$ cat src/rtl/circle_quad_collision_defines.svh
// ----------------------------------------------------------------------------
// circle_quad_collision_defines
// Assertion macros shared by the collision pipeline; empty for synthesis.
// ----------------------------------------------------------------------------
`ifndef CIRCLE_QUAD_COLLISION_DEFINES_SVH
`define CIRCLE_QUAD_COLLISION_DEFINES_SVH

`ifndef SYNTHESIS
// checked on every clock edge outside reset
`define CQC_ASSERT(lbl, prop) \
  lbl: assert property (@(posedge clk) disable iff (rst) (prop)) \
    else $error("cqc assertion failed");
// checked on every clock edge, reset included
`define CQC_ASSERT_ALWAYS(lbl, prop) \
  lbl: assert property (@(posedge clk) (prop)) \
    else $error("cqc assertion failed");
`else
`define CQC_ASSERT(lbl, prop)
`define CQC_ASSERT_ALWAYS(lbl, prop)
`endif

`endif

$ cat src/rtl/cqc_pkg.sv
// ----------------------------------------------------------------------------
// cqc_pkg
// Widths, edge tables and stage payload types of the collision pipeline.
// ----------------------------------------------------------------------------
package cqc_pkg;

  // coordinate format, signed Q11.4
  localparam int COORD_BITS = 16;
  localparam int RAD_W      = COORD_BITS - 1;
  localparam int DIFF_W     = COORD_BITS + 1;
  localparam int PROD_W     = 2 * DIFF_W;
  localparam int LEN_W      = PROD_W;
  localparam int SUM_W      = PROD_W + 1;
  localparam int R2_W       = 2 * RAD_W;
  localparam int HALF_W     = LEN_W / 2;
  localparam int RP_W       = R2_W + HALF_W;
  localparam int SQ_W       = 2 * LEN_W;

  // box edges walked as 0-1, 1-3, 3-2, 2-0
  localparam logic [3:0][1:0] EDGE_FROM = {2'd2, 2'd3, 2'd1, 2'd0};
  localparam logic [3:0][1:0] EDGE_TO   = {2'd0, 2'd2, 2'd3, 2'd1};

  typedef struct packed {
    logic [COORD_BITS-1:0]       ball_x;
    logic [COORD_BITS-1:0]       ball_y;
    logic [RAD_W-1:0]            ball_radius;
    logic [3:0][COORD_BITS-1:0]  corner_x;
    logic [3:0][COORD_BITS-1:0]  corner_y;
  } req_t;

  typedef struct packed {
    logic [3:0][DIFF_W-1:0] dx;
    logic [3:0][DIFF_W-1:0] dy;
    logic [3:0][DIFF_W-1:0] qx;
    logic [3:0][DIFF_W-1:0] qy;
    logic [3:0][DIFF_W-1:0] mx;
    logic [3:0][DIFF_W-1:0] my;
    logic [RAD_W-1:0]       rad;
  } diff_t;

  typedef struct packed {
    logic [3:0][PROD_W-1:0] dx2;
    logic [3:0][PROD_W-1:0] dy2;
    logic [3:0][PROD_W-1:0] qx2;
    logic [3:0][PROD_W-1:0] qy2;
    logic [3:0][PROD_W-1:0] dot_x;
    logic [3:0][PROD_W-1:0] dot_y;
    logic [3:0][PROD_W-1:0] crs_a;
    logic [3:0][PROD_W-1:0] crs_b;
    logic [R2_W-1:0]        r2;
  } prod_t;

  typedef struct packed {
    logic                  corner;
    logic [3:0]            proj_ok;
    logic [3:0][LEN_W-1:0] pq2;
    logic [3:0][LEN_W-1:0] crs_mag;
    logic [R2_W-1:0]       r2;
  } sum_t;

  typedef struct packed {
    logic                     corner;
    logic [3:0]               proj_ok;
    logic [3:0][2*HALF_W-1:0] sq_hh;
    logic [3:0][2*HALF_W-1:0] sq_hl;
    logic [3:0][2*HALF_W-1:0] sq_ll;
    logic [3:0][RP_W-1:0]     rp_h;
    logic [3:0][RP_W-1:0]     rp_l;
  } part_t;

  typedef struct packed {
    logic hit;
    logic corner_hit;
    logic edge_hit;
  } res_t;

endpackage

$ cat src/rtl/cqc_sum.sv
// ----------------------------------------------------------------------------
// cqc_sum
// Third stage: corner test, edge length, projection window, cross magnitude.
// ----------------------------------------------------------------------------
`include "circle_quad_collision_defines.svh"

module cqc_sum (
  input  logic           clk,
  input  logic           rst,
  input  logic           up_valid,
  output logic           up_stall,
  input  cqc_pkg::prod_t up_data,
  output logic           dn_valid,
  input  logic           dn_stall,
  output cqc_pkg::sum_t  dn_data
);
  import cqc_pkg::*;

  sum_t dn_data_next;
  logic stall_here;

  always_comb begin
    logic [LEN_W-1:0]        len;
    logic [LEN_W-1:0]        pq2;
    logic signed [SUM_W-1:0] dot;
    logic signed [SUM_W-1:0] crs;
    logic [SUM_W-1:0]        crs_abs;
    dn_data_next = '0;
    // corner strictly inside the circle
    for (int k = 0; k < 4; k++) begin
      len = up_data.dx2[k] + up_data.dy2[k];
      if (len < LEN_W'(up_data.r2)) begin
        dn_data_next.corner = 1'b1;
      end
    end
    // edge length, projection in [0, |pq|^2], cross magnitude
    for (int k = 0; k < 4; k++) begin
      pq2     = up_data.qx2[k] + up_data.qy2[k];
      dot     = SUM_W'($signed(up_data.dot_x[k])) + SUM_W'($signed(up_data.dot_y[k]));
      crs     = SUM_W'($signed(up_data.crs_a[k])) - SUM_W'($signed(up_data.crs_b[k]));
      crs_abs = crs[SUM_W-1] ? SUM_W'(-crs) : SUM_W'(crs);
      dn_data_next.pq2[k]     = pq2;
      dn_data_next.crs_mag[k] = crs_abs[LEN_W-1:0];
      dn_data_next.proj_ok[k] = (pq2 != '0) && !dot[SUM_W-1] &&
                                ($unsigned(dot) <= SUM_W'(pq2));
    end
    dn_data_next.r2 = up_data.r2;
  end

  // stage register
  assign stall_here = dn_valid && dn_stall;
  assign up_stall   = stall_here;

  always_ff @(posedge clk) begin
    if (rst) begin
      dn_valid <= 1'b0;
    end else if (!stall_here) begin
      dn_valid <= up_valid;
    end
  end

  always_ff @(posedge clk) begin
    if (!stall_here && up_valid) begin
      dn_data <= dn_data_next;
    end
  end

  // a degenerate edge never opens the projection window
  `CQC_ASSERT(a_sum_degenerate, dn_valid |-> ((!dn_data.proj_ok[0] || dn_data.pq2[0] != '0) && (!dn_data.proj_ok[1] || dn_data.pq2[1] != '0) && (!dn_data.proj_ok[2] || dn_data.pq2[2] != '0) && (!dn_data.proj_ok[3] || dn_data.pq2[3] != '0)))
  // a stalled stage keeps its item
  `CQC_ASSERT(a_sum_hold, (dn_valid && dn_stall) |=> (dn_valid && $stable(dn_data)))

endmodule

$ cat config.mk
export PLATFORM = sky130hd
export DESIGN_NAME = cqc_sum
export DESIGN_NICKNAME = d
export VERILOG_FILES = /design/src/rtl/cqc_pkg.sv /design/src/rtl/cqc_sum.sv
export VERILOG_INCLUDE_DIRS = /design/src /design/src/rtl
export SDC_FILE = /design/constraint.sdc
export NUM_CORES = 2
export LEC_CHECK = 0
export BUFFER_PORTS_ARGS = -buffer_cell sky130_fd_sc_hd__buf_2
export CELL_PAD_IN_SITES_DETAIL_PLACEMENT = 2
export CELL_PAD_IN_SITES_GLOBAL_PLACEMENT = 2
export CORE_AREA = 2 2 560 562
export CTS_CLUSTER_DIAMETER = 40
export DETAILED_ROUTE_END_ITERATION = 10
export DIE_AREA = 0 0 562 564
export GPL_TIMING_DRIVEN = 0
export PLACE_DENSITY_LB_ADDON = 0.25
export SYNTH_ARGS = -nofsm -noshare
export SYNTH_HDL_FRONTEND = slang
export SYNTH_SLANG_ARGS = --single-unit
export TNS_END_PERCENT = 50
$ cat constraint.sdc
create_clock -name clk -period 31.7 [get_ports clk]
set_input_delay 4.755 -clock clk [delete_from_list [all_inputs] [get_ports clk]]
set_output_delay 4.755 -clock clk [all_outputs]
set_load 0.01 [all_outputs]
Word level (Yosys, flattened, before mapping)
Cells that the tools add are included.
{"block": "op_classes", "n_addsub": 20, "reduce_logical": 20, "mux": 5, "order_cmp": 8}
{"cell": "$add 34x34->34", "count": 8}
{"cell": "$add 34x34->35", "count": 4}
{"cell": "$le 35x34->1", "count": 4}
{"cell": "$sub 34x34->35", "count": 4}
{"cell": "$lt 34x30->1", "count": 4}
{"cell": "$mux 34", "count": 4}
{"cell": "$neg 34->34", "count": 4}
{"cell": "$reduce_bool 34->1", "count": 4}
{"cell": "$logic_and 1x1->1", "count": 10}
{"cell": "$logic_not 1->1", "count": 5}
{"cell": "$reduce_or 3->1", "count": 1}
{"cell": "$mux 1", "count": 1}
{"block": "totals", "word_cells": 65, "reg_bits": 308}

Logic depth before layout (Yosys ltp)
{"block": "logic_depth", "depth_word": 4, "mapped_depth": 25}

Worst setup path before layout
OpenSTA, ideal clock, no wires.
{"block": "synth_path", "path_kind": "input to register", "start": "in dn_stall", "end": "reg dn_data[0] (netlist bit), enable pin", "setup_slack_ns": 12.244, "cell_stages": 2, "n_path_buf": 0, "setup_ns": 1.016, "t_required_ns": 30.684, "arrival_time_ns": 18.441, "path_cell_list": "and2_1 > nor2b_1"}
{"block": "synth_between", "elab_chain_cells": 3}
{"element": "start: declaration", "line": "cqc_sum.sv:14", "source": "input logic dn_stall,"}
{"element": "$logic_and 1x1->1", "line": "cqc_sum.sv:51", "source": "assign stall_here = dn_valid && dn_stall;"}
{"element": "$logic_not 1->1", "line": "cqc_sum.sv:63", "source": "if (!stall_here && up_valid) begin"}
{"element": "$logic_and 1x1->1", "line": "cqc_sum.sv:63"}
{"element": "end signal: assignment", "line": "cqc_sum.sv:64", "source": "dn_data <= dn_data_next;"}
{"element": "end: declaration", "line": "cqc_sum.sv:15", "source": "output cqc_pkg::sum_t dn_data"}
No other way between the ends.
A chain may end at the register's enable or synchronous reset.

==> flow_summary.toml <==
[status]
status = "finished, final reports clean"

[timing]
grt_setup_unrepaired = "false"
setup_viol = 0
fin_crit_sh_pct = 33.1
timing.final.crit_period_ns = 10.50
finalSetupTns_ns = 0
hold_violations = 0
finalWorstSetupSlack_ns = 21.20
fmax_mhz = 95.2
maxSlewViolCount = 0
slew_headroom_pct = 11.1
fin_skew_ns = 0.0966
tightest_slew_ns = 1.32

[critical_path]
cp_num_buf_inv = 1
cp_max_fo = 6
cp.depth = 18
arrival_ns = 11.17
critical_path.slowest_cell = "o21ai_0"
crit_type = "in -> reg"
r2r_cells = 8
rr_endpoint = "dn_data[139]"
reg2reg_slack_ns = 28.65
cpPeakStageDelay_ns = 0.74
worstPathRequired_ns = 32.37
startpoint = "up_data[614]"
path_cells = "buf_2, ha_1, a211oi_1, o211ai_1, a41oi_1, o221ai_1, o21ai_0, a21oi_1, a21o_1, a21oi_1, xor2_1, ha_1, nand4_1, nor4_1, nand3_1, nor3b_1, a222oi_1, o211a_1"
r2r_start = "dn_valid"
critPathLaunchType = "input pin"
crit_path_end_kind = "flop"
path_delay_family = "compound AO/OA/AOI/OAI gates"

[flow_run]
drv_cap = 0

[route]
vias = 53200
drc_errors = 0
drt-met1-wl_microns = 122000
routed.top_layer = "met5"
drt-initial-drc-count = 2402
wl_per_cell_microns = 26.7
viasPerCell = 4.57
wirelength_microns = 311000
wl_met3_microns = 18000
dr_wl_met2_microns = 157000
drtPass1Iterations = 5
drt.antenna.violating_nets = 0

[min_path]
min_from = "dn_valid"
hold_end = "dn_valid"
worstHoldPathCells = 3
hold_path.class = "reg -> reg"

[grt]
grt_usage_pct = 18.7
grt_max_degree = 31
grt_pass1_wl_microns = 428000
grt_pass1_vias = 57300
antenna_found_initial = 253
overflow = 0

[yosys]
ys_seq_elements = 308
synthesis.nets = 7698
synth_flop_cell = "edfxtp_1"
synth.area.top_cells = "ha_1 21%, edfxtp_1 19%, xnor2_1 7.2%"
yosys.area.top_type = "ha_1"
syn_area_per_cell_sq_um = 8.21
async_flop_share_pct = 0
synth_cell_types = 98
synthCells = 5768
synth_top_area_share_pct = 20.9
netlist_area_sq_mm = 0.0473
synth-edff-count = 307
synth_most_common_cell = "ha_1"
ys_seq_area_share_pct = 19.5
synth_warnings = 0
synth_commonest_cells = "792 x ha_1, 556 x a21oi_1, 472 x inv_1, 390 x xnor2_1, 381 x a21o_1"

[floorplan]
die_w_microns = 562
core_area_sq_mm = 0.311
die_h_microns = 564
num_io_pins = 1431
dieArea_sq_mm = 0.317
start_util_pct = 15.2
num_rows = 205

[placed_design]
placed_area_sq_mm = 0.0600
dp_worst_setup_slack_ns = 20.49
globalplace.congestion = 0.934
numPortBuffers = 1430
dp_hpwl_microns = 281000

[clocking]
clk_latency_ns = 0.82
cts_sinks = 308
cts_tree = "built"
hold_buffers = 0
clk_pin_slew_ns = 0.04
cts_resized = 0
cts_buffers = 105
root_buffer = "clkbuf_16"
cts_setup_buffers = 0
htreeDepth = 3
clk_path_buf_depth = 4

[finish]
drive_above_1_share_pct = 23.1
final_nets = 9249
ff_latch_area_sq_mm = 0.00924
area_growth_pct = 35.2
multi_input_area_sq_mm = 0.0359
nFillCells = 36500
fin_area_sq_mm = 0.0640

[power]
p_leak_nw = 29.8
total_power_mw = 3.12
max-vdd-ir-drop_mv = 0.0418
p_per_area_mw_per_mm2 = 48.8
-- metal layers --
layer | up-vias | GRT usage [%]
li1 | 24800 | -
met1 | 26200 | 20.8
met2 | 1542 | 34.5
met3 | 566 | 4.30
met4 | 134 | 7.06
met5 | - | 0
-- worst max-delay path by stage --
stage                         to  slack [ns]
CTS                 dn_data[303]       21.32
floorplan             dn_data[0]       12.24
global route        dn_data[303]       20.88
detailed placement  dn_data[303]       20.49
global placement    dn_data[141]        0.32
finish              dn_data[303]       21.20
-- metrics by stage --
step                utilization [%]  instances  hold slack, ns
floorplan                         -       5768           0.680
global placement               19.2      11300           0.822
detailed placement             19.3      11400           0.848
CTS                            20.5      11500           0.864
global route                   20.5      11600           0.903
finish                         20.6      11600           0.813
-- flip-flops by register name (all words and copies together), names as in the netlist --
| name | count |
|---|---|
| dn_data | 307 |
| dn_valid | 1 |
-- worst min-delay path, stage by stage, from the launching register on --
cell     delay (ns)
dfxtp_1        0.39
and2_1         0.23
nor2_1         0.10
nor2_1         0.04
-- power by group --
part           internal, mW  total (mW)  leakage [nW]  switching (mW)
combinational         0.532        1.41          25.0           0.873
clock                 0.815        1.15          1.81           0.337
sequential            0.542       0.568          2.98          0.0259
total                  1.89        3.12          29.8            1.24
-- area by class of cell --
cell class                 instances  share of cell area, %
timing repair buffer            1444                   11.6
sequential                       308                   14.4
tap                             4140                   8.09
buffer                           110                  0.678
clock buffer                     115                   4.23
multi-input combinational       4878                   56.1
antenna                          100                  0.391
inverter                         472                   2.77
clock inverter                    73                   1.66
-- cells in the final DEF, fill, tap and decap left out, drive strengths merged, types with 24 or more instances in the layout --
cell     count
nand2      344
o211ai      57
a2111oi     31
and4        24
ha         792
o21a        91
a21oi      557
o2111ai     24
diode      100
bufinv      26
nand2b      64
o21ai      316
or3         53
a31oi       70
xor2       163
edfxtp     307
inv        475
nor4        44
a21o       381
and3        77
nor2b       72
a211oi      70
clkbuf     217
o31ai       40
nor2       353
nand3      138
or2         38
nand4      107
xnor2      390
buf       1451
clkinv      31
o21bai      69
and2        53
nor3       118
-- cells by family (layout without fill, tap and decap cells) --
group | after synthesis | after routing | share of synthesized area [%]
compound gates | 1949 | 1949 | 27.1
xor+xnor | 553 | 553 | 10.2
fa+ha+maj | 808 | 808 | 21.6
buf+inv | 582 | 2214 | 4.66
flops | 308 | 308 | 19.5
mux | 7 | 7 | 0.156
other cells | 0 | 100 | 0
simple gates | 1561 | 1561 | 16.8
(Power assumes the default switching activity.)
