## src/rtl/circle_quad_collision_defines.svh

```systemverilog
// ----------------------------------------------------------------------------
// circle_quad_collision_defines
// Assertion macros shared by the collision pipeline; empty for synthesis.
// ----------------------------------------------------------------------------
`ifndef CIRCLE_QUAD_COLLISION_DEFINES_SVH
`define CIRCLE_QUAD_COLLISION_DEFINES_SVH

`ifndef SYNTHESIS
// checked on every clock edge outside reset
`define CQC_ASSERT(lbl, prop) \
  lbl: assert property (@(posedge clk) disable iff (rst) (prop)) \
    else $error("cqc assertion failed");
// checked on every clock edge, reset included
`define CQC_ASSERT_ALWAYS(lbl, prop) \
  lbl: assert property (@(posedge clk) (prop)) \
    else $error("cqc assertion failed");
`else
`define CQC_ASSERT(lbl, prop)
`define CQC_ASSERT_ALWAYS(lbl, prop)
`endif

`endif

```

## src/rtl/cqc_pkg.sv

```systemverilog
// ----------------------------------------------------------------------------
// cqc_pkg
// Widths, edge tables and stage payload types of the collision pipeline.
// ----------------------------------------------------------------------------
package cqc_pkg;

  // coordinate format, signed Q11.4
  localparam int COORD_BITS = 16;
  localparam int RAD_W      = COORD_BITS - 1;
  localparam int DIFF_W     = COORD_BITS + 1;
  localparam int PROD_W     = 2 * DIFF_W;
  localparam int LEN_W      = PROD_W;
  localparam int SUM_W      = PROD_W + 1;
  localparam int R2_W       = 2 * RAD_W;
  localparam int HALF_W     = LEN_W / 2;
  localparam int RP_W       = R2_W + HALF_W;
  localparam int SQ_W       = 2 * LEN_W;

  // box edges walked as 0-1, 1-3, 3-2, 2-0
  localparam logic [3:0][1:0] EDGE_FROM = {2'd2, 2'd3, 2'd1, 2'd0};
  localparam logic [3:0][1:0] EDGE_TO   = {2'd0, 2'd2, 2'd3, 2'd1};

  typedef struct packed {
    logic [COORD_BITS-1:0]       ball_x;
    logic [COORD_BITS-1:0]       ball_y;
    logic [RAD_W-1:0]            ball_radius;
    logic [3:0][COORD_BITS-1:0]  corner_x;
    logic [3:0][COORD_BITS-1:0]  corner_y;
  } req_t;

  typedef struct packed {
    logic [3:0][DIFF_W-1:0] dx;
    logic [3:0][DIFF_W-1:0] dy;
    logic [3:0][DIFF_W-1:0] qx;
    logic [3:0][DIFF_W-1:0] qy;
    logic [3:0][DIFF_W-1:0] mx;
    logic [3:0][DIFF_W-1:0] my;
    logic [RAD_W-1:0]       rad;
  } diff_t;

  typedef struct packed {
    logic [3:0][PROD_W-1:0] dx2;
    logic [3:0][PROD_W-1:0] dy2;
    logic [3:0][PROD_W-1:0] qx2;
    logic [3:0][PROD_W-1:0] qy2;
    logic [3:0][PROD_W-1:0] dot_x;
    logic [3:0][PROD_W-1:0] dot_y;
    logic [3:0][PROD_W-1:0] crs_a;
    logic [3:0][PROD_W-1:0] crs_b;
    logic [R2_W-1:0]        r2;
  } prod_t;

  typedef struct packed {
    logic                  corner;
    logic [3:0]            proj_ok;
    logic [3:0][LEN_W-1:0] pq2;
    logic [3:0][LEN_W-1:0] crs_mag;
    logic [R2_W-1:0]       r2;
  } sum_t;

  typedef struct packed {
    logic                     corner;
    logic [3:0]               proj_ok;
    logic [3:0][2*HALF_W-1:0] sq_hh;
    logic [3:0][2*HALF_W-1:0] sq_hl;
    logic [3:0][2*HALF_W-1:0] sq_ll;
    logic [3:0][RP_W-1:0]     rp_h;
    logic [3:0][RP_W-1:0]     rp_l;
  } part_t;

  typedef struct packed {
    logic hit;
    logic corner_hit;
    logic edge_hit;
  } res_t;

endpackage

```

## src/rtl/cqc_cmp.sv

```systemverilog
// ----------------------------------------------------------------------------
// cqc_cmp
// Last stage: recombine partial products, edge distance test, result flags.
// ----------------------------------------------------------------------------
module cqc_cmp (
  input  logic           clk,
  input  logic           rst,
  input  logic           up_valid,
  output logic           up_stall,
  input  cqc_pkg::part_t up_data,
  output logic           dn_valid,
  input  logic           dn_stall,
  output cqc_pkg::res_t  dn_data
);
  import cqc_pkg::*;

  res_t dn_data_next;
  logic stall_here;

  // cross^2 < r^2 * |pq|^2 on edges whose projection lands on them
  always_comb begin
    logic [SQ_W-1:0] sq;
    logic [SQ_W-1:0] rp;
    logic            edge_any;
    edge_any = 1'b0;
    for (int k = 0; k < 4; k++) begin
      sq = (SQ_W'(up_data.sq_hh[k]) << (2*HALF_W)) +
           (SQ_W'(up_data.sq_hl[k]) << (HALF_W+1)) +
           SQ_W'(up_data.sq_ll[k]);
      rp = (SQ_W'(up_data.rp_h[k]) << HALF_W) + SQ_W'(up_data.rp_l[k]);
      if (up_data.proj_ok[k] && (sq < rp)) begin
        edge_any = 1'b1;
      end
    end
    dn_data_next.corner_hit = up_data.corner;
    dn_data_next.edge_hit   = edge_any;
    dn_data_next.hit        = up_data.corner || edge_any;
  end

  // output register
  assign stall_here = dn_valid && dn_stall;
  assign up_stall   = stall_here;

  always_ff @(posedge clk) begin
    if (rst) begin
      dn_valid <= 1'b0;
    end else if (!stall_here) begin
      dn_valid <= up_valid;
    end
  end

  always_ff @(posedge clk) begin
    if (!stall_here && up_valid) begin
      dn_data <= dn_data_next;
    end
  end

endmodule
```

## config.mk

```make
export PLATFORM = sky130hd
export DESIGN_NAME = cqc_cmp
export DESIGN_NICKNAME = d
export VERILOG_FILES = /design/src/rtl/circle_quad_collision_defines.svh /design/src/rtl/cqc_pkg.sv /design/src/rtl/cqc_cmp.sv
export SDC_FILE = /design/constraint.sdc
export NUM_CORES = 1
export LEC_CHECK = 0
export BUFFER_PORTS_ARGS = -buffer_cell sky130_fd_sc_hd__buf_2
export CORE_AREA = 2 2 309 311
export CTS_BUF_LIST = sky130_fd_sc_hd__clkbuf_2
export DETAILED_ROUTE_END_ITERATION = 16
export DIE_AREA = 0 0 311 313
export GPL_TIMING_DRIVEN = 1
export PLACE_DENSITY = 0.5
export SLEW_MARGIN = 20
export SYNTH_ARGS = -nofsm -noshare
export SYNTH_HDL_FRONTEND = slang
export SYNTH_SLANG_ARGS = --single-unit
export TNS_END_PERCENT = 1
```

## constraint.sdc

```tcl
create_clock -name clk -period 7.11 [get_ports clk]
set_clock_uncertainty 0.2 [all_clocks]
set_input_delay 0.3555 -clock clk [delete_from_list [all_inputs] [get_ports clk]]
set_output_delay 0.3555 -clock clk [all_outputs]
set_load 0.02 [all_outputs]
```

Word-level counts from Yosys, hierarchy flattened
Cells that the tools add are included.

Order comparisons: 4. Reductions and logical operators: 8. Add/subtract/negate cells: 12. Muxes and demuxes: 4.

Operators with widths (number): $add A68 B34 Y68 (4); $add A68 B52 Y68 (4); $lt A68 B65 Y1 (4); $add A64 B47 Y65 (4); $logic_and A1 B1 Y1 (6); $mux W1 (4); $logic_not A1 Y1 (1); $logic_or A1 B1 Y1 (1).

Word-level logic and storage cells: 32. Register bits: 4. Bits of input ports: 793. Output and inout port bits: 5.

Depth between registers and ports, before layout
Gate-level depths: netlist (run 1).

Depth in word-level cells: 9. Mapped depth: 25.

Least setup slack after synthesis (run 1)
Ideal clock, no wire load.

Kind: input -> register. Start point: input up_data[394] (netlist bit). End point: register dn_data[0] (netlist bit) (data pin). Required time: 6.772 ns. Buffers on the path: 0. Setup time: 0.138 ns. Path slack: 1.820 ns. Cell stages on the path: 23. Data arrival time: 4.953 ns. Cell sequence: ha_1 -> fa_1 -> a21o_1 -> o21ai_0 -> a211oi_1 -> o2111ai_1 -> a211oi_2 -> a31oi_2 -> nor2b_2 -> o41ai_4 -> nor2_1 -> xor2_1 -> ha_1 -> and4_1 -> and3_1 -> o211ai_1 -> o311ai_0 -> a211oi_1 -> nand4b_1 -> a311oi_1 -> o21ai_0 -> or4_1 -> nand4_1.

RTL lines: start, declared (RTL line cqc_cmp.sv:10) `input cqc_pkg::part_t up_data,`; end signal, assigned (RTL line cqc_cmp.sv:54) `dn_data <= dn_data_next;`; end, declared (RTL line cqc_cmp.sv:13) `output cqc_pkg::res_t dn_data`.

==> run summary, run 1 <==
The run finished with clean final reports. The sequential element share of the synthesized area is 0.00511, and the placer congestion estimate is 0.952. The critical path depth in cells came out at 24. For this run, the slowest stage of the critical path takes 0.54 ns. Summed over all cells, the static leakage comes to 13.4 nW. The first global-routing pass estimated 141 mm of wire. The top flip-flop cell by instance count after synthesis was edfxtp_1. The number of DRC violations after detailed-routing iteration 0 is 1583, and the number of max-slew violations in the final report is 0. The tools report the worst-case hold path end point as dn_valid. The setup slack after placement was 0.936 ns; the number of flops mapped to enable cells by yosys was 3. The number of iterations in the first detailed-routing pass came out at 5. The number of antenna violations at the first check in global routing is 64, and the count of pins on the block boundary is 798. The tools report the post-route antenna net violation count as 0.

Entering global routing, the biggest net connects 18 pins. The logs give 113 for the count of standard-cell rows and 0.183 for the total track usage. The path class of the tightest hold or removal check is in -> reg.

The mean area per synthesized cell was 7.31 um2; the fmax was 165 MHz. The largest delay contributor family on the critical path is compound AO/OA/AOI/OAI gates. Of all cell types, the one taking the most synthesized area is ha_1. Yosys printed 0 warnings. Ratio of cells with drive above 1 in the final layout: 0.233.

The number of nets in the final layout was 5017; the number of global-route vias before repair was 24700. The logs give 3 for the CTS buffer count and 0.24 ns for the clock latency at the later pin of the worst-skew pair. By startpoint and endpoint, the worst setup path is classified as in -> reg. The slew of the pin with the lowest slew margin was 0.955 ns; the time the worst path needs with I/O delays and setup was 6.07 ns. TritonCTS built the clock tree. Compared with the post-synthesis result, the final layout area differs by 25.4%.

Setup violations remaining at the end of the flow were counted as 0. Fill cells in the final layout number 10600. Detailed placement finished with a half-perimeter wire length of 86.3 mm.

The quantity of hold-fixing buffers added after cts is 0, and the largest buffer count on any clock path is 2. The total overflow reported by the global router is 0. The async set-reset flop share out of synthesis was 0; the share of Yosys cell area claimed by the top area cell type was 0.297.

The run gives 7.03 ns as the data required time at the worst endpoint. Category of the worst setup path capture point: a flop. Across all layers, the routed design uses 25000 vias. In this run the worst path has a maximum fanout of 7. Count of final hold-check violations: 0.

The endpoint identified for the worst register-to-register timing path is dn_data[1]. The number of cells upsized or downsized after cts was 0. The worst register-to-register path has a setup slack of 5.68 ns.

Summing every instance area after synthesis gives 21600 um2. The routed wire length came out at 93.9 mm. The tools report the startpoint of the most critical register-to-register path as dn_valid. In this run the power density over the cells is 96.2 nW/um2. After synthesis, the cell types taking the most area are ha_1 30%, a21oi_1 7.3%, xnor2_1 7.3%.

The clock transition at the register clock pins on the worst setup and hold paths after CTS is 0.08 ns. In this run, synthesis produced a sequential element count of 4. The region available for standard cell placement spans 94200 um2.

The wire length per cell after detailed routing is 18.8 um. The most common cell in the netlist is ha_1. The worst hold path cell count came out at 2. The buffers plus inverters on the worst setup path is 1, and the buffers inserted during post-CTS setup optimization is 0. In this run the vertical extent of the chip is 313 um. After routing, the total negative slack on setup checks comes to 0 ns. The width of the die is 311 um, and the number of buffer cells added on primary ports is 797. Max-cap violations in this run came to 0. Peak supply drop: 34.1 uV. The commonest cells after synthesis are 512 x ha_1, 315 x a21oi_1, 225 x nand2_1, 179 x xnor2_1, 170 x nor2_1. Once routing completed, OpenROAD measured the worst setup slack at 1.04 ns. The synthesized netlist net count was 4262; the worst path arrival time was 5.99 ns.

The final period utilization is 0.854, and the synthesized instance count is 2949. The post-route worst hold slack was 0.0539 ns. Setup repair after global routing left no endpoint under its margin. The initial core utilization was 0.229; the depth of the worst register-to-register path was 2. For this design, the slowest cell found on the critical path is or4_1.

Walking the worst path, the cells encountered are buf_2 > ha_1 > fa_1 > a21o_1 > o21ai_0 > a211oi_1 > o2111ai_1 > a211oi_2 > a31oi_2 > nor2b_2 > o41ai_4 > nor2_1 > xor2_1 > ha_1 > and4_1 > and3_1 > nand2_1 > nor4_1 > a211oi_1 > nand4b_1 > a311oi_1 > o21ai_0 > or4_1 > nand4_1. Startpoint of the worst hold path: rst. Yosys mapped the design onto 102 distinct sky130hd cell types. The cell at the root of the clock tree is clkbuf_2. The maximum level of the CTS H-tree came out at 1. The logs give 0.357 for the remaining max-slew budget at the tightest pin and 0 for the detailed-route DRC error count.

Using the TritonRoute via totals, the vias-per-cell ratio works out to 5.00. The floorplan step defined a die boundary enclosing 97300 um2. The number of clock sinks is 4. STA classifies the critical path startpoint as a primary input.
[through the flow]
stage / cell area [um2] / util / std cells / total power [mW]
finish: 27000 / 0.287 / 4989 / 2.60
global route: 27000 / 0.287 / 4984 / 2.95
CTS: 27000 / 0.286 / 4968 / 2.61
detailed placement: 27000 / 0.286 / 4964 / 2.56
global placement: 27000 / 0.286 / 4964 / 2.56
floorplan: 21600 / - / 2949 / 1.74
[worst max-delay path by stage]
stage	from	slack, ns	to
floorplan	up_data[394]	1.82	dn_data[0]
global placement	up_data[394]	0.94	dn_data[0]
detailed placement	up_data[394]	0.94	dn_data[0]
CTS	up_data[394]	1.17	dn_data[0]
global route	up_data[394]	0.68	dn_data[0]
finish	up_data[394]	1.04	dn_data[0]
[flip-flops by register name (all words and copies together) (netlist names)]
name      cells
dn_data       3
dn_valid      1
[cell type report]
| cell class | instances | area [um2] | area share |
|---|---|---|---|
| multi-input combinational | 2743 | 20700 | 0.765 |
| tap | 1265 | 1580 | 0.0586 |
| antenna | 21 | 52.6 | 0.00194 |
| sequential | 4 | 110 | 0.00407 |
| inverter | 149 | 559 | 0.0207 |
| timing repair buffer | 803 | 4030 | 0.149 |
| clock buffer | 4 | 20.0 | 0.000741 |
[cells in the final DEF (no fill, tap or decap), drive strengths merged, types with 10 or more instances in the layout]
cell type	n
nand3	95
or3	14
diode	21
and2	24
a211o	11
ha	512
and3	50
nand2b	43
a21oi	318
or2	14
o21ai	170
xnor2	179
nor3	45
o21a	45
nand4b	13
o211ai	25
nand4	91
buf	803
a21o	157
a221oi	16
nand2	226
nor4	23
xor2	167
inv	149
nor2b	28
o31ai	16
o21bai	47
a31oi	37
and4	25
o2111ai	10
nand3b	10
nor2	172
a211oi	39
[per-layer routing]
metal,share of wire,vias to the layer above,global-route usage
met1,0.42,11300,0.221
li1,-,12600,-
met5,0.0040,-,0
met3,0.073,150,0.0426
met2,0.48,786,0.327
met4,0.024,64,0.0436
[where the power goes]
| part | internal [mW] | total, mW | switching [mW] |
|---|---|---|---|
| Clock | 0.0149 | 0.0318 | 0.0169 |
| Sequential | 0.0267 | 0.0274 | 0.000686 |
| Combinational | 1.12 | 2.54 | 1.42 |
[cells by family (layout without fill, tap and decap cells)]
group,after synthesis,after routing,share of synthesized area
other,0,21,0
muxes,5,5,0.00232
DFF,4,4,0.00511
AOI/OAI and AO/OA,978,978,0.297
xor gates and xnor gates,346,346,0.141
adders and majority gates,520,520,0.305
and+or+nand+nor,894,894,0.214
buffers and inverters,202,956,0.0358
Power figures use the tool's default switching activity.
==> run 2, diff against run 1 <==
--- a/config.mk
+++ b/config.mk
@@ -6,12 +6,12 @@
 export NUM_CORES = 1
 export LEC_CHECK = 0
 export BUFFER_PORTS_ARGS = -buffer_cell sky130_fd_sc_hd__buf_2
-export CORE_AREA = 2 2 309 311
+export CORE_AREA = 2 2 306 308
 export CTS_BUF_LIST = sky130_fd_sc_hd__clkbuf_2
 export DETAILED_ROUTE_END_ITERATION = 16
-export DIE_AREA = 0 0 311 313
+export DIE_AREA = 0 0 308 310
 export GPL_TIMING_DRIVEN = 1
-export PLACE_DENSITY = 0.5
+export PLACE_DENSITY = 0.51
 export SLEW_MARGIN = 20
 export SYNTH_ARGS = -nofsm -noshare
 export SYNTH_HDL_FRONTEND = slang
==> constraint.sdc (replaced) <==
create_clock -name clk -period 7.2 [get_ports clk]
set_clock_uncertainty 0.2 [all_clocks]
set_input_delay 0.36 -clock clk [delete_from_list [all_inputs] [get_ports clk]]
set_output_delay 0.36 -clock clk [all_outputs]
set_load 0.02 [all_outputs]
==> run summary, run 2 (synthesis gave the netlist of run 1 again) <==
The run finished with clean final reports. The static power due to leakage was 13.4 nW; the register area was 110 um2. The final period utilization is 0.829, and the worst path arrival time is 5.75 ns. At the worst endpoint, the required time is 6.99 ns. The tree is rooted in a clkbuf_2. The run gives 0.0266 as the met3 demand-to-capacity share in global routing. The category of the worst setup path capture point was a flop.

Setup violations remaining at the end of the flow were counted as 0. The class of the most critical hold timing path was in -> reg. The initial core utilization is 0.233. In the final layout, the registers with the most flip-flops are dn_data x3, dn_valid x1. Most common cell after layout, fill and taps aside: buf_2. The power per cell area is 95.5 nW/um2, and the met2 layer usage reported by global route is 0.331. The tools report the number of nets in the final layout as 5015. TritonCTS built the clock tree. For this block, the initial DRC count from the detailed router was 1530. The register with the most flip-flops in the final layout is dn_data. The logs give 0.349 for the remaining max-slew budget at the tightest pin and 0 for the number of max-capacitance violations reported. The number of antenna violations at the first check in global routing is 38, and the die footprint is 95500 um2. The tools report the largest net degree at the start of global routing as 18.

The overall power came out at 2.57 mW. Along the worst path, the maximum fanout reaches 9. TritonCTS created 3 clock buffers. Post-CTS timing repair inserted 0 buffers for setup. The run gives 36.5 uV as the peak supply drop. Tracing the worst setup path back leads to its startpoint at up_data[17]. 798 I/O pins were placed. The total track usage was 0.185.

Leaving out fill and tap cells, the most frequent cells in the layout are 797 x buf_2, 512 x ha_1, 315 x a21oi_1. For the count of final hold-check violations, the log shows 0. The time the worst path needs with I/O delays and setup is 5.97 ns.

Clock-pin slew was measured on the worst setup and hold paths at 0.09 ns. The floorplan step set the die width to 308 um. The slew of the pin with the lowest slew margin was 0.966 ns; the wire length of the first global-routing pass was 139 mm. For this run, design rule violations remaining after detail routing come to 0.

met2 is the most crowded layer. Number of clock sinks: 4. Across all register-to-register paths, the minimum setup slack is 5.77 ns. Placer congestion estimate: 0.942.

The setup TNS after final layout came out at 0 ns. The number of buffer cells added on primary ports came out at 797. The run gives 1.23 ns as the final critical-path setup slack. The run gives 10300 as the final-layout fill cell count. The core region is 92500 um2. STA classifies the critical path startpoint as a primary input. The type of the setup path with the least slack is in -> reg.

The clock reaches the later pin of the worst-skew pair after 0.22 ns. Hold repair after CTS inserted 0 buffers. The run gives 0.234 as the global-route track usage on met1. The number of max-slew violations in the final report is 0, and the setup slack after placement is 1.02 ns.

The count of standard-cell rows was 112; the depth of the worst register-to-register path was 2. In the final layout, the multi-input gates occupy 20700 um2. The register with the most flip-flops in the layout has 3 of them. The number of global-route vias before repair came out at 24600. The maximum level of the CTS H-tree is 1. The critical path capture point is dn_data[2].

Detailed routing inserted a total of 25100 vias. The total overflow reported by the global router was 0. The number of cells upsized or downsized after cts was 0; the wire length per cell after detailed routing was 19.1 um. In this run the remaining antenna-violating nets after routing total 0. The startpoint of the most critical register-to-register path is dn_valid. The cell area after layout was 26900 um2.

Setup repair after global routing left no endpoint under its margin. The number of vias per cell is 5.10, and the fmax is 168 MHz. The detailed placement HPWL is 85.8 mm. The relative area change from synthesis to final layout was 25.0%; the chip height was 310 um. The routed design has 94.0 mm of wire. Once placement finished, the instance area stood at 26900 um2.

In this run the critical register-to-register path is captured at dn_data[1]. Ratio of cells with drive above 1 in the final layout: 0.232. Counting along the longest clock path gives a buffer depth of 2. The pre-antenna-repair detailed-routing pass consisted of 5 iterations.
==> run 2: cell count changes in the layout (fill, tap and decap cells not counted) <==
| cell | before | now |
|---|---|---|
| diode_2 | 21 | 22 |
| buf_4 | 6 | 4 |
==> run 2: power breakdown <==
group | internal (mW) | leakage [nW] | switching (mW)
clock network | 0.0147 | 0.0168 | 0.0147
registers | 0.0264 | 0.0376 | 0.000369
logic | 1.10 | 13.3 | 1.42
total | 1.14 | 13.4 | 1.43
==> run 2: how the worst min path moves through the flow <==
stage	startpoint	end	slack [ns]	cells after the start
floorplan	rst	dn_valid	0.23	1
global placement	rst	dn_valid	0.32	2
detailed placement	rst	dn_valid	0.32	2
CTS	rst	dn_valid	0.08	2
global route	rst	dn_valid	0.08	2
finish	rst	dn_valid	0.09	2
==> run 2: metrics by stage <==
stage / hold slack [ns] / cells / util
6_report: 0.0932 / 4920 / 0.291
5_1_grt: 0.0759 / 4910 / 0.291
4_1_cts: 0.0822 / 4898 / 0.291
3_5_place_dp: 0.324 / 4894 / 0.290
3_3_place_gp: 0.319 / 4894 / 0.290
2_1_floorplan: 0.232 / 2949 / -
==> run 2: layout make-up <==
cell class                      count  area share
Sequential cell                     4     0.00409
Multi-Input combinational cell   2743       0.768
Timing Repair Buffer              801       0.149
Antenna cell                       22     0.00204
Inverter                          149      0.0208
Clock buffer                        4    0.000743
Tap cell                         1197      0.0556
==> run 2: layer usage <==
layer  routed length [um]  share of wire
met1                40900           0.44
met5                  192         0.0020
met4                 2210          0.023
met3                 5250          0.056
met2                45400           0.48
==> run 2: worst max-delay path: stages <==
cell and delay, ns:
buf_2 0.09, ha_1 0.16, inv_1 0.06, fa_1 0.40
nor2b_1 0.14, o21a_1 0.14, o21ai_1 0.10, a211oi_1 0.44
o21ai_1 0.25, a311oi_1 0.52, a311o_1 0.28, a21oi_2 0.14
nand3b_1 0.20, xor2_1 0.17, ha_1 0.29, nand4_1 0.09
or2_2 0.29, or4_1 0.56, nor4_1 0.34, a211oi_1 0.14
nand4b_1 0.12, a311oi_1 0.06, o21ai_0 0.15, o41a_1 0.19
nand4_1 0.09
