## config.mk

```make
export PLATFORM = sky130hd
export DESIGN_NAME = cqc_diff
export DESIGN_NICKNAME = d
export VERILOG_FILES = /design/src/rtl/circle_quad_collision_defines.svh /design/src/rtl/cqc_pkg.sv /design/src/rtl/cqc_diff.sv
export SDC_FILE = /design/constraint.sdc
export NUM_CORES = 1
export LEC_CHECK = 0
export BUFFER_PORTS_ARGS = -buffer_cell sky130_fd_sc_hd__buf_4
export CORE_UTILIZATION = 45
export DETAILED_ROUTE_END_ITERATION = 10
export PLACE_DENSITY = 0.67
export SETUP_SLACK_MARGIN = 0.02
export SYNTH_ARGS = -nofsm -noshare
export SYNTH_HDL_FRONTEND = slang
export SYNTH_SLANG_ARGS = --single-unit
export TNS_END_PERCENT = 100
```

## constraint.sdc

```tcl
create_clock -name clk -period 43.1 [get_ports clk]
set_input_delay 2.155 -clock clk [delete_from_list [all_inputs] [get_ports clk]]
set_output_delay 2.155 -clock clk [all_outputs]
set_load 0.03 [all_outputs]
```

## src/rtl/circle_quad_collision_defines.svh

```systemverilog
// ----------------------------------------------------------------------------
// circle_quad_collision_defines
// Assertion macros shared by the collision pipeline; empty for synthesis.
// ----------------------------------------------------------------------------
`ifndef CIRCLE_QUAD_COLLISION_DEFINES_SVH
`define CIRCLE_QUAD_COLLISION_DEFINES_SVH

`ifndef SYNTHESIS
// checked on every clock edge outside reset
`define CQC_ASSERT(lbl, prop) \
  lbl: assert property (@(posedge clk) disable iff (rst) (prop)) \
    else $error("cqc assertion failed");
// checked on every clock edge, reset included
`define CQC_ASSERT_ALWAYS(lbl, prop) \
  lbl: assert property (@(posedge clk) (prop)) \
    else $error("cqc assertion failed");
`else
`define CQC_ASSERT(lbl, prop)
`define CQC_ASSERT_ALWAYS(lbl, prop)
`endif

`endif

```

## src/rtl/cqc_pkg.sv

```systemverilog
// ----------------------------------------------------------------------------
// cqc_pkg
// Widths, edge tables and stage payload types of the collision pipeline.
// ----------------------------------------------------------------------------
package cqc_pkg;

  // coordinate format, signed Q11.4
  localparam int COORD_BITS = 16;
  localparam int RAD_W      = COORD_BITS - 1;
  localparam int DIFF_W     = COORD_BITS + 1;
  localparam int PROD_W     = 2 * DIFF_W;
  localparam int LEN_W      = PROD_W;
  localparam int SUM_W      = PROD_W + 1;
  localparam int R2_W       = 2 * RAD_W;
  localparam int HALF_W     = LEN_W / 2;
  localparam int RP_W       = R2_W + HALF_W;
  localparam int SQ_W       = 2 * LEN_W;

  // box edges walked as 0-1, 1-3, 3-2, 2-0
  localparam logic [3:0][1:0] EDGE_FROM = {2'd2, 2'd3, 2'd1, 2'd0};
  localparam logic [3:0][1:0] EDGE_TO   = {2'd0, 2'd2, 2'd3, 2'd1};

  typedef struct packed {
    logic [COORD_BITS-1:0]       ball_x;
    logic [COORD_BITS-1:0]       ball_y;
    logic [RAD_W-1:0]            ball_radius;
    logic [3:0][COORD_BITS-1:0]  corner_x;
    logic [3:0][COORD_BITS-1:0]  corner_y;
  } req_t;

  typedef struct packed {
    logic [3:0][DIFF_W-1:0] dx;
    logic [3:0][DIFF_W-1:0] dy;
    logic [3:0][DIFF_W-1:0] qx;
    logic [3:0][DIFF_W-1:0] qy;
    logic [3:0][DIFF_W-1:0] mx;
    logic [3:0][DIFF_W-1:0] my;
    logic [RAD_W-1:0]       rad;
  } diff_t;

  typedef struct packed {
    logic [3:0][PROD_W-1:0] dx2;
    logic [3:0][PROD_W-1:0] dy2;
    logic [3:0][PROD_W-1:0] qx2;
    logic [3:0][PROD_W-1:0] qy2;
    logic [3:0][PROD_W-1:0] dot_x;
    logic [3:0][PROD_W-1:0] dot_y;
    logic [3:0][PROD_W-1:0] crs_a;
    logic [3:0][PROD_W-1:0] crs_b;
    logic [R2_W-1:0]        r2;
  } prod_t;

  typedef struct packed {
    logic                  corner;
    logic [3:0]            proj_ok;
    logic [3:0][LEN_W-1:0] pq2;
    logic [3:0][LEN_W-1:0] crs_mag;
    logic [R2_W-1:0]       r2;
  } sum_t;

  typedef struct packed {
    logic                     corner;
    logic [3:0]               proj_ok;
    logic [3:0][2*HALF_W-1:0] sq_hh;
    logic [3:0][2*HALF_W-1:0] sq_hl;
    logic [3:0][2*HALF_W-1:0] sq_ll;
    logic [3:0][RP_W-1:0]     rp_h;
    logic [3:0][RP_W-1:0]     rp_l;
  } part_t;

  typedef struct packed {
    logic hit;
    logic corner_hit;
    logic edge_hit;
  } res_t;

endpackage

```

## src/rtl/cqc_diff.sv

```systemverilog
// ----------------------------------------------------------------------------
// cqc_diff
// First stage: corner offsets from the center, edge vectors and offsets.
// ----------------------------------------------------------------------------
module cqc_diff (
  input  logic          clk,
  input  logic          rst,
  input  logic          up_valid,
  output logic          up_stall,
  input  cqc_pkg::req_t up_data,
  output logic          dn_valid,
  input  logic          dn_stall,
  output cqc_pkg::diff_t dn_data
);
  import cqc_pkg::*;

  diff_t dn_data_next;
  logic  stall_here;

  // differences, sign extended by one bit so nothing wraps
  always_comb begin
    dn_data_next = '0;
    for (int k = 0; k < 4; k++) begin
      dn_data_next.dx[k] = DIFF_W'($signed(up_data.corner_x[k])) -
                           DIFF_W'($signed(up_data.ball_x));
      dn_data_next.dy[k] = DIFF_W'($signed(up_data.corner_y[k])) -
                           DIFF_W'($signed(up_data.ball_y));
      dn_data_next.qx[k] = DIFF_W'($signed(up_data.corner_x[EDGE_TO[k]])) -
                           DIFF_W'($signed(up_data.corner_x[EDGE_FROM[k]]));
      dn_data_next.qy[k] = DIFF_W'($signed(up_data.corner_y[EDGE_TO[k]])) -
                           DIFF_W'($signed(up_data.corner_y[EDGE_FROM[k]]));
      dn_data_next.mx[k] = DIFF_W'($signed(up_data.ball_x)) -
                           DIFF_W'($signed(up_data.corner_x[EDGE_FROM[k]]));
      dn_data_next.my[k] = DIFF_W'($signed(up_data.ball_y)) -
                           DIFF_W'($signed(up_data.corner_y[EDGE_FROM[k]]));
    end
    dn_data_next.rad = up_data.ball_radius;
  end

  // stage register, holds while the next stage stalls
  assign stall_here = dn_valid && dn_stall;
  assign up_stall   = stall_here;

  always_ff @(posedge clk) begin
    if (rst) begin
      dn_valid <= 1'b0;
    end else if (!stall_here) begin
      dn_valid <= up_valid;
    end
  end

  always_ff @(posedge clk) begin
    if (!stall_here && up_valid) begin
      dn_data <= dn_data_next;
    end
  end

endmodule

```

# Word level (Yosys, flattened, before mapping)
# Cells that the tools add are included.
# word_totals
ff_bits	424
latch_bits	0
ramBits	0
romBits	0
inputBits	179
out_inout_bits	425
elab_cells	53
n_memories	0
# op_classes
add_sub_neg	24
mul	0
div_mod_pow	0
n_lt_le_gt_ge	0
eq_ne	0
n_shift	0
n_mux	0
n_bitwise	0
reduce_logical	3
# op_table
operator	n
16-bit by 16-bit subtractor with 17-bit output	24
1-bit logical AND	2
1-bit zero test	1

# Longest topological paths before layout
# Gate-level depths: netlist of the first run.
# depth
depth_word	3
mapped_depth	10
depth_no_buf	10

# Worst setup path after synthesis of the first run
# OpenSTA, ideal clock, no wires.
# synth_path
kind	input to register
startpoint	input port dn_stall
endpoint	register dn_data[0] in the netlist's numbering (enable)
setup_time_ps	1241
t_arrival_ps	20515
required_time_ps	41859
setup_slack_ps	21345
stages	2
path_buffers	0
path_cell_list	and2_1 > nor2b_1
# synth_between
elab_chain_len	3
# synth_rtl
item	line_no	rtl
start, declared	cqc_diff.sv:12	input logic dn_stall,
1-bit logical AND	cqc_diff.sv:41	assign stall_here = dn_valid && dn_stall;
1-bit zero test	cqc_diff.sv:53	if (!stall_here && up_valid) begin
1-bit logical AND	cqc_diff.sv:53	
end signal, assigned	cqc_diff.sv:54	dn_data <= dn_data_next;
end, declared	cqc_diff.sv:13	output cqc_pkg::diff_t dn_data
# Every way passes these cells.
# A chain may end at the register's enable or synchronous reset.

# Worst setup path after layout of the first run
# layout_path
startpoint	input port dn_stall
endpoint	output port up_stall
# layout_between
elab_chain_len	1
# layout_rtl
item	line_no	rtl
1-bit logical AND	cqc_diff.sv:41	
end, declared	cqc_diff.sv:9	output logic up_stall,
# Every way passes these cells.

==> impl_summary.log, run 1 <==
INFO  metric postCtsHoldBufs = 0
INFO  metric drt_iter0_drc = 2400
INFO  metric synth_top_area_share = 40.0%
INFO  metric core.rowCount = 96
INFO  metric setup_viol_count_final = 0
INFO  metric antenna_found_initial = 12
INFO  metric cp.arrival = 2.64 ns
INFO  metric cts.root.buffer_cell = sky130_fd_sc_hd__clkbuf_16
INFO  metric floorplan.die_area = 70400 um2
INFO  metric synthCells = 3087
INFO  metric p_clk_share = 28.6%
INFO  metric end_kind = output port
INFO  metric setup_total_negative_slack = 0 ns
INFO  metric global_route_wire_length_before_repair = 164000 um
INFO  metric netSwitchingFraction = 35.9%
INFO  metric fin_ws = 38.31 ns
INFO  metric initial_utilization = 45.5%
INFO  metric critical_path.max_fanout = 3
INFO  metric synth-async-reset-ratio = 0%
INFO  metric vdd_ir_drop_max = 0.0286 mV
INFO  metric clock_tree.htree_level_count = 2
INFO  metric synthesis.yosys.warnings = 0
INFO  metric dominantRegCellSynth = sky130_fd_sc_hd__edfxtp_1
INFO  metric tritoncts_clock_tree = built
INFO  metric ctsResizeCount = 0
INFO  metric clock.fmax = 0.209 GHz
INFO  metric postSynthNetCount = 3674
INFO  metric hpwl = 92100 um
INFO  metric internal_power = 0.961 mW
INFO  metric finalClockSkew = 0.0151 ns
INFO  metric synthSimpleGateAreaFrac = 10.1%
INFO  metric grt_max_degree = 168
INFO  metric ant_nets = 0
INFO  metric use_met3 = 5.20%
INFO  metric wl_per_cell = 25.0 um
INFO  metric critPathRequiredTime = 40.94 ns
INFO  metric number_of_global_route_vias_before_repair = 25191
INFO  metric timing_worst_setup_path_type = input port to output port
INFO  metric muxShareOfSynthArea = 0.289%
INFO  metric max-cap-violations = 0
INFO  metric final-hold-violation-count = 0
INFO  metric design.final.nets = 4211
INFO  metric gp_congestion = 0.958
INFO  metric busiest_layer = met2
INFO  metric global_route.usage.met1 = 40.4%
INFO  metric drt_drc_violations_left = 0
INFO  metric synth_area_per_cell = 10.1 um2
INFO  metric max-slew-margin-rel = 27.5%
INFO  metric worst_r2r_path_depth = 4
INFO  metric route.vias.total = 26494
INFO  metric post_synth_main_area_contributors = sky130_fd_sc_hd__edfxtp_1 40%, sky130_fd_sc_hd__ha_1 15%, sky130_fd_sc_hd__xnor2_1 5.0%
INFO  metric hold_class = register to register
INFO  metric outcome = completed
INFO  metric power.combinational.fraction = 34.8%
INFO  metric p_sw = 0.538 mW
INFO  metric area_growth_syn_to_layout = 22.0%
INFO  metric grtUsageTotal = 31.7%
INFO  metric grt_util_met2 = 53.7%
INFO  metric timing.critical_path.from_type = input port
INFO  metric power.density = 39.4 nW/um2
INFO  metric io_buffer_count = 603
INFO  metric drt-total-wl = 115000 um
INFO  metric clock-sinks = 416
INFO  metric post_synth_xor_area_fraction = 7.55%
INFO  metric seq_power_share = 36.6%
INFO  metric synth_adder_area_share = 16.9%
INFO  metric synth_top_area_cell = sky130_fd_sc_hd__edfxtp_1
INFO  metric post-route-period-util = 11.1%
INFO  metric leakage = 16.7 nW
INFO  metric floorplan.io_pins = 604
INFO  metric synth_top_family_by_area = compound AO/OA/AOI/OAI gates
INFO  metric synth_sequential_area_ratio = 40.0%
INFO  metric layout_min_cycle_time = 4.79 ns
INFO  metric die_width = 265 um
INFO  metric syn-cell-area = 31200 um2
INFO  metric worst_skew_pair_later_pin_latency = 0.59 ns
INFO  metric grt_setup_unrepaired = false
INFO  metric total_congestion_overflow = 0
INFO  metric post-cts-setup-buffers = 0
INFO  metric share_of_layout_cells_above_drive_strength_1 = 19.7%
INFO  metric clock_buffer_count_from_cts = 48
INFO  metric dieHeight = 265 um
INFO  metric drt-pass1-iter-count = 6
INFO  metric least_margin_pin_slew = 1.09 ns
INFO  metric synth-compound-area-share = 20.3%
INFO  metric area_of_the_placeable_core = 68600 um2
INFO  metric drv_slew = 0
INFO  metric placement_stage_worst_setup_slack = 37.89 ns
INFO  metric clockBufferDepth = 3
INFO  metric hold_path_depth = 3
INFO  metric clk_pin_slew = 0.06 ns
INFO  metric final.hold.worst_slack = 0.681 ns
INFO  metric yosysUniqueCellTypes = 86
INFO  metric synth_enable_flop_cells = 415
INFO  metric post_drt_via_cell_ratio = 5.76
INFO  metric yosys_register_bits = 416
-- worst max-delay path, cell delays in order --
cell and delay [ns]:
sky130_fd_sc_hd__buf_4 0.10, sky130_fd_sc_hd__and2_1 0.19, sky130_fd_sc_hd__buf_4 0.18
-- registers in the layout, indices dropped and copies added (netlist names) --
name	cells
dn_data	415
dn_valid	1
-- kinds of logic (layout without fill, tap and decap cells) --
logic type	count (synthesis)	in the layout
buffers and inverters	379	951
DFF	416	416
xor gates and xnor gates	269	269
other	0	7
adders and majority gates	408	408
AOI/OAI and AO/OA	970	970
muxes	9	9
and+or+nand+nor	636	636
-- layer usage --
metal | part of all wire [%] | up-vias
met1 | 40 | 12787
met3 | 7.8 | 205
met5 | 0.059 | -
met4 | 4.1 | 10
li1 | - | 12333
met2 | 48 | 1159
-- synth_stat cells (all sizes together), types with 7 or more instances --
| master | instances |
|---|---|
| or3 | 17 |
| and4 | 7 |
| buf | 36 |
| nor2 | 207 |
| o211ai | 22 |
| a21boi | 12 |
| xnor2 | 179 |
| nor2b | 68 |
| nand4 | 35 |
| o21ai | 199 |
| o31ai | 22 |
| a21o | 104 |
| o22ai | 19 |
| a21oi | 282 |
| a211oi | 30 |
| fa | 24 |
| and2 | 16 |
| o221ai | 8 |
| a221oi | 15 |
| or2 | 11 |
| o21bai | 35 |
| clkbuf | 83 |
| nand2 | 115 |
| edfxtp | 415 |
| o311ai | 13 |
| and3 | 15 |
| nand3 | 30 |
| o21a | 85 |
| a31oi | 26 |
| mux2i | 9 |
| o31a | 38 |
| xor2 | 90 |
| o41ai | 8 |
| nand2b | 53 |
| ha | 384 |
| inv | 260 |
| nor3 | 40 |
-- placed cells by master (no fill, tap or decap), drive strengths merged, types with 12 or more instances in the layout --
cell	instances
a211oi	30
a21boi	12
a21o	104
a21oi	282
a221oi	15
a31oi	26
and2	16
and3	15
buf	606
clkbuf	56
clkinv	16
edfxtp	415
fa	24
ha	384
inv	261
nand2	115
nand2b	53
nand3	30
nand4	35
nor2	207
nor2b	68
nor3	40
o211ai	22
o21a	85
o21ai	199
o21bai	35
o22ai	19
o311ai	13
o31a	38
o31ai	22
or3	17
xnor2	179
xor2	90
-- through the flow --
stage          area, um2  util [%]  cells  power [mW]
6_report           38000      55.5   4597        1.50
2_1_floorplan      31200         -   3087       0.887
3_5_place_dp       36400      53.1   4505        1.07
3_3_place_gp       36400      53.1   4505        1.07
5_1_grt            38000      55.5   4595        1.55
4_1_cts            38000      55.4   4590        1.50
-- layout make-up --
cell class                      count  area (um2)
Fill cell                        6075       30500
Clock buffer                       56        1280
Antenna cell                        7        17.5
Multi-Input combinational cell   2292       17200
Tap cell                          931        1160
Clock inverter                     29         328
Timing Repair Buffer              606        4570
Sequential cell                   416       12500
Inverter                          260         976
-- path summary, 6_finish.rpt --
kind | start | endpoint | slack (ns)
max | dn_stall | up_stall | 38.31
min | dn_valid$_SDFFE_PP0N_ | dn_valid$_SDFFE_PP0N_ | 0.68
max reg2reg | dn_valid$_SDFFE_PP0N_ | dn_data[182]$_DFFE_PP_ | 39.86
min reg2reg | dn_valid$_SDFFE_PP0N_ | dn_valid$_SDFFE_PP0N_ | 0.68
-- power by group through the flow --
stage / clock [mW] / sequential [mW] / combinational, mW
floorplan: 0 / 0.654 / 0.233
global placement: 0 / 0.557 / 0.515
detailed placement: 0 / 0.555 / 0.516
CTS: 0.434 / 0.549 / 0.518
global route: 0.447 / 0.551 / 0.555
finish: 0.429 / 0.549 / 0.522
Note: power is estimated with default switching activity, not from simulation.
==> run 2, diff against run 1 <==
--- a/config.mk
+++ b/config.mk
@@ -8,7 +8,7 @@
 export BUFFER_PORTS_ARGS = -buffer_cell sky130_fd_sc_hd__buf_4
 export CORE_UTILIZATION = 45
 export DETAILED_ROUTE_END_ITERATION = 10
-export PLACE_DENSITY = 0.67
+export PLACE_DENSITY = 0.7
 export SETUP_SLACK_MARGIN = 0.02
 export SYNTH_ARGS = -nofsm -noshare
 export SYNTH_HDL_FRONTEND = slang
==> constraint.sdc (replaced) <==
create_clock -name clk -period 4.3 [get_ports clk]
set_input_delay 0.215 -clock clk [delete_from_list [all_inputs] [get_ports clk]]
set_output_delay 0.215 -clock clk [all_outputs]
set_load 0.03 [all_outputs]
==> impl_summary.log, run 2 (synthesized netlist as in run 1, its figures left out) <==
INFO  metric post-route-period-util = 61.9%
INFO  metric number_of_global_route_vias_before_repair = 25199 (+0.032%)
INFO  metric critPathRequiredTime = 4.60 ns (-36.34 ns)
INFO  metric fillers = 6027 (-0.79%)
INFO  metric top_library_cells_by_usage_in_the_layout_fill_and_taps_aside = 603 x sky130_fd_sc_hd__buf_4, 415 x sky130_fd_sc_hd__edfxtp_1, 384 x sky130_fd_sc_hd__ha_1, 281 x sky130_fd_sc_hd__a21oi_1, 260 x sky130_fd_sc_hd__inv_1
INFO  metric clock_tree.htree_level_count = 2 (unchanged)
INFO  metric floorplan.die_area = 70400 um2 (unchanged)
INFO  metric least_margin_pin_slew = 0.801 ns (-0.286 ns)
INFO  metric design.final.nets = 4230 (+0.45%)
INFO  metric critical_path.slowest_cell = sky130_fd_sc_hd__a211oi_1
INFO  metric critical_path.reg2reg.startpoint = dn_valid$_SDFFE_PP0N_
INFO  metric outcome = completed
INFO  metric layout_commonest_cell = sky130_fd_sc_hd__buf_4
INFO  metric setup_total_negative_slack = 0 ns (unchanged)
INFO  metric clockBufferDepth = 3 (unchanged)
INFO  metric route.vias.total = 26795 (+1.1%)
INFO  metric ant_nets = 0 (unchanged)
INFO  metric total_congestion_overflow = 0 (unchanged)
INFO  metric worstPathCellList = buf_4 -> inv_1 -> fa_1 -> a21oi_1 -> o211ai_1 -> a211oi_1 -> o31a_1 -> mux2i_1 -> o311ai_0
INFO  metric hold_class = input port to register
INFO  metric regToRegEndpoint = dn_data[413]$_DFFE_PP_
INFO  metric hold_path_depth = 3 (unchanged)
INFO  metric timing.critical_path.from_type = input port
INFO  metric max-slew-margin-rel = 46.6% (+19 points)
INFO  metric tritoncts_clock_tree = built
INFO  metric reg.largest.list = dn_data (415), dn_valid (1)
INFO  metric die_width = 265 um (unchanged)
INFO  metric drv_slew = 0 (unchanged)
INFO  metric netSwitchingFraction = 36.0% (+0.057 points)
INFO  metric wl_per_cell = 25.4 um (+1.5%)
INFO  metric hold_start = up_data[112]
INFO  metric finalClockSkew = 0.0500 ns (+0.0349 ns)
INFO  metric end_kind = register
INFO  metric setup_viol_count_final = 0 (unchanged)
INFO  metric drt-pass1-iter-count = 6 (unchanged)
INFO  metric layout_min_cycle_time = 2.66 ns
INFO  metric drt_drc_violations_left = 0 (unchanged)
INFO  metric grtUsageTotal = 32.2% (+0.46 points)
INFO  metric area_of_the_placeable_core = 68600 um2 (unchanged)
INFO  metric timing.critical_path.from = up_data[160]
INFO  metric rrSetupSlack = 2.32 ns (-37.54 ns)
INFO  metric clock_buffer_count_from_cts = 49 (+2.1%)
INFO  metric core.rowCount = 96 (unchanged)
INFO  metric hpwl = 93800 um (+1.8%)
INFO  metric clk_pin_slew = 0.06 ns (about the same)
INFO  metric final-hold-violation-count = 0 (unchanged)
INFO  metric grt_setup_unrepaired = false
INFO  metric largest_register_ff_count = 415 (unchanged)
INFO  metric io_buffer_count = 603 (unchanged)
INFO  metric vdd_ir_drop_max = 0.321 mV (+1000%)
INFO  metric power.total = 15.4 mW (+930%)
INFO  metric floorplan.io_pins = 604 (unchanged)
INFO  metric power.combinational.fraction = 34.2% (-0.6 points)
INFO  metric worst_skew_pair_later_pin_latency = 0.62 ns (+0.03 ns)
INFO  metric seq_power_share = 35.6% (-1.0 points)
INFO  metric cts.root.buffer_cell = sky130_fd_sc_hd__clkbuf_16
INFO  metric largest-register = dn_data
INFO  metric area_growth_syn_to_layout = 23.2%
INFO  metric dieHeight = 265 um (unchanged)
INFO  metric share_of_layout_cells_above_drive_strength_1 = 20.0% (+0.30 points)
INFO  metric grt_max_degree = 125 (-26%)
INFO  metric post_drt_via_cell_ratio = 5.80 (+0.68%)
INFO  metric drt_iter0_drc = 2982 (+24%)
INFO  metric gp_congestion = 1.00 (+4.3%)
INFO  metric min_delay_worst_endpoint = dn_data[253]$_DFFE_PP_
INFO  metric clock.fmax = 0.376 GHz
INFO  metric post-cts-setup-buffers = 0 (unchanged)
INFO  metric leakage = 16.8 nW (+0.94%)
INFO  metric p_sw = 5.55 mW (+930%)
INFO  metric power.density = 402 nW/um2 (+920%)
INFO  metric initial_utilization = 45.5% (unchanged)
INFO  metric p_clk_share = 30.2% (+1.6 points)
INFO  metric worst_r2r_path_depth = 3 (-1)
INFO  metric clock-sinks = 416 (unchanged)
INFO  metric internal_power = 9.88 mW (+930%)
INFO  metric global_route_wire_length_before_repair = 165000 um (+0.91%)
INFO  metric antenna_found_initial = 5 (-7)
INFO  metric critical_path.max_fanout = 9 (+6)
INFO  metric timing_worst_setup_path_type = input port to register
INFO  metric drt-total-wl = 117000 um (+1.9%)
INFO  metric cp.arrival = 2.97 ns (+0.33 ns)
INFO  metric slowest_delay = 0.56 ns (+0.37 ns)
INFO  metric max-cap-violations = 0 (unchanged)
==> run 2: changes by cell type in the layout (fill, tap and decap cells not counted), sizes merged <==
cell and delta:
inv +2, buf +1, bufinv +3, dlygate4sd3 +17, diode -4, clkinvlp +4
clkbuf -4, clkinv +2
==> run 2: through the flow <==
stage	hold WS (ns)	utilization (%)	cell area [um2]	setup WS [ns]	cells
after floorplan	0.278	-	31200	-2.86	3087
final	0.0256	56.0	38400	1.64	4618
after global routing	0.0327	56.0	38400	1.50	4616
after detailed placement	0.369	53.2	36500	1.18	4506
after global placement	0.364	53.2	36500	1.23	4506
after CTS	0.00196	56.0	38400	1.80	4615
==> run 2: worst max-delay path by stage <==
stage | end | slack (ns) | cells past startpoint
2_1_floorplan | dn_data[0]$_DFFE_PP_ | -2.86 | 2
3_3_place_gp | dn_data[403]$_DFFE_PP_ | 1.23 | 9
3_5_place_dp | dn_data[403]$_DFFE_PP_ | 1.18 | 9
4_1_cts | dn_data[403]$_DFFE_PP_ | 1.80 | 9
5_1_grt | dn_data[148]$_DFFE_PP_ | 1.50 | 11
6_report | dn_data[403]$_DFFE_PP_ | 1.64 | 9
==> run 2: area by class of cell <==
cell class	instances	area, um2	share of cell area (%)
antenna	3	7.51	0.0195
clock buffer	52	1280	3.33
clock inverter	40	500	1.30
inverter	260	976	2.54
multi-input combinational	2292	17200	44.8
sequential	416	12500	32.5
tap	931	1160	3.03
timing repair buffer	624	4780	12.4
==> run 2: worst max-delay path, delay by kind of cell <==
family | cells | cell delay, ns
AO/OA/AOI/OAI | 5 | 1.67
adder cells (fa/ha/maj) | 1 | 0.48
buffers and inverters | 2 | 0.41
multiplexers | 1 | 0.19
==> run 2: power groups by stage <==
stage	logic [mW]	clock network, mW	registers [mW]
2_1_floorplan	2.34	0	6.45
3_3_place_gp	5.17	0	5.57
3_5_place_dp	5.19	0	5.56
4_1_cts	5.23	4.72	5.48
5_1_grt	5.60	4.86	5.51
6_report	5.28	4.66	5.49
==> run 2: metal layers <==
layer	vias to the layer above	track usage, %	share of wire (%)
li1	12381	-	-
met1	12866	41.4	40
met2	1362	53.3	47
met3	180	6.77	9.7
met4	6	11.5	3.8
met5	-	0	0.039
==> run 2: repair_timing <==
item / CTS / global route
hold endpoints to repair: 16 / 0
hold buffers: 17 / 0
resized for setup: 0 / 0
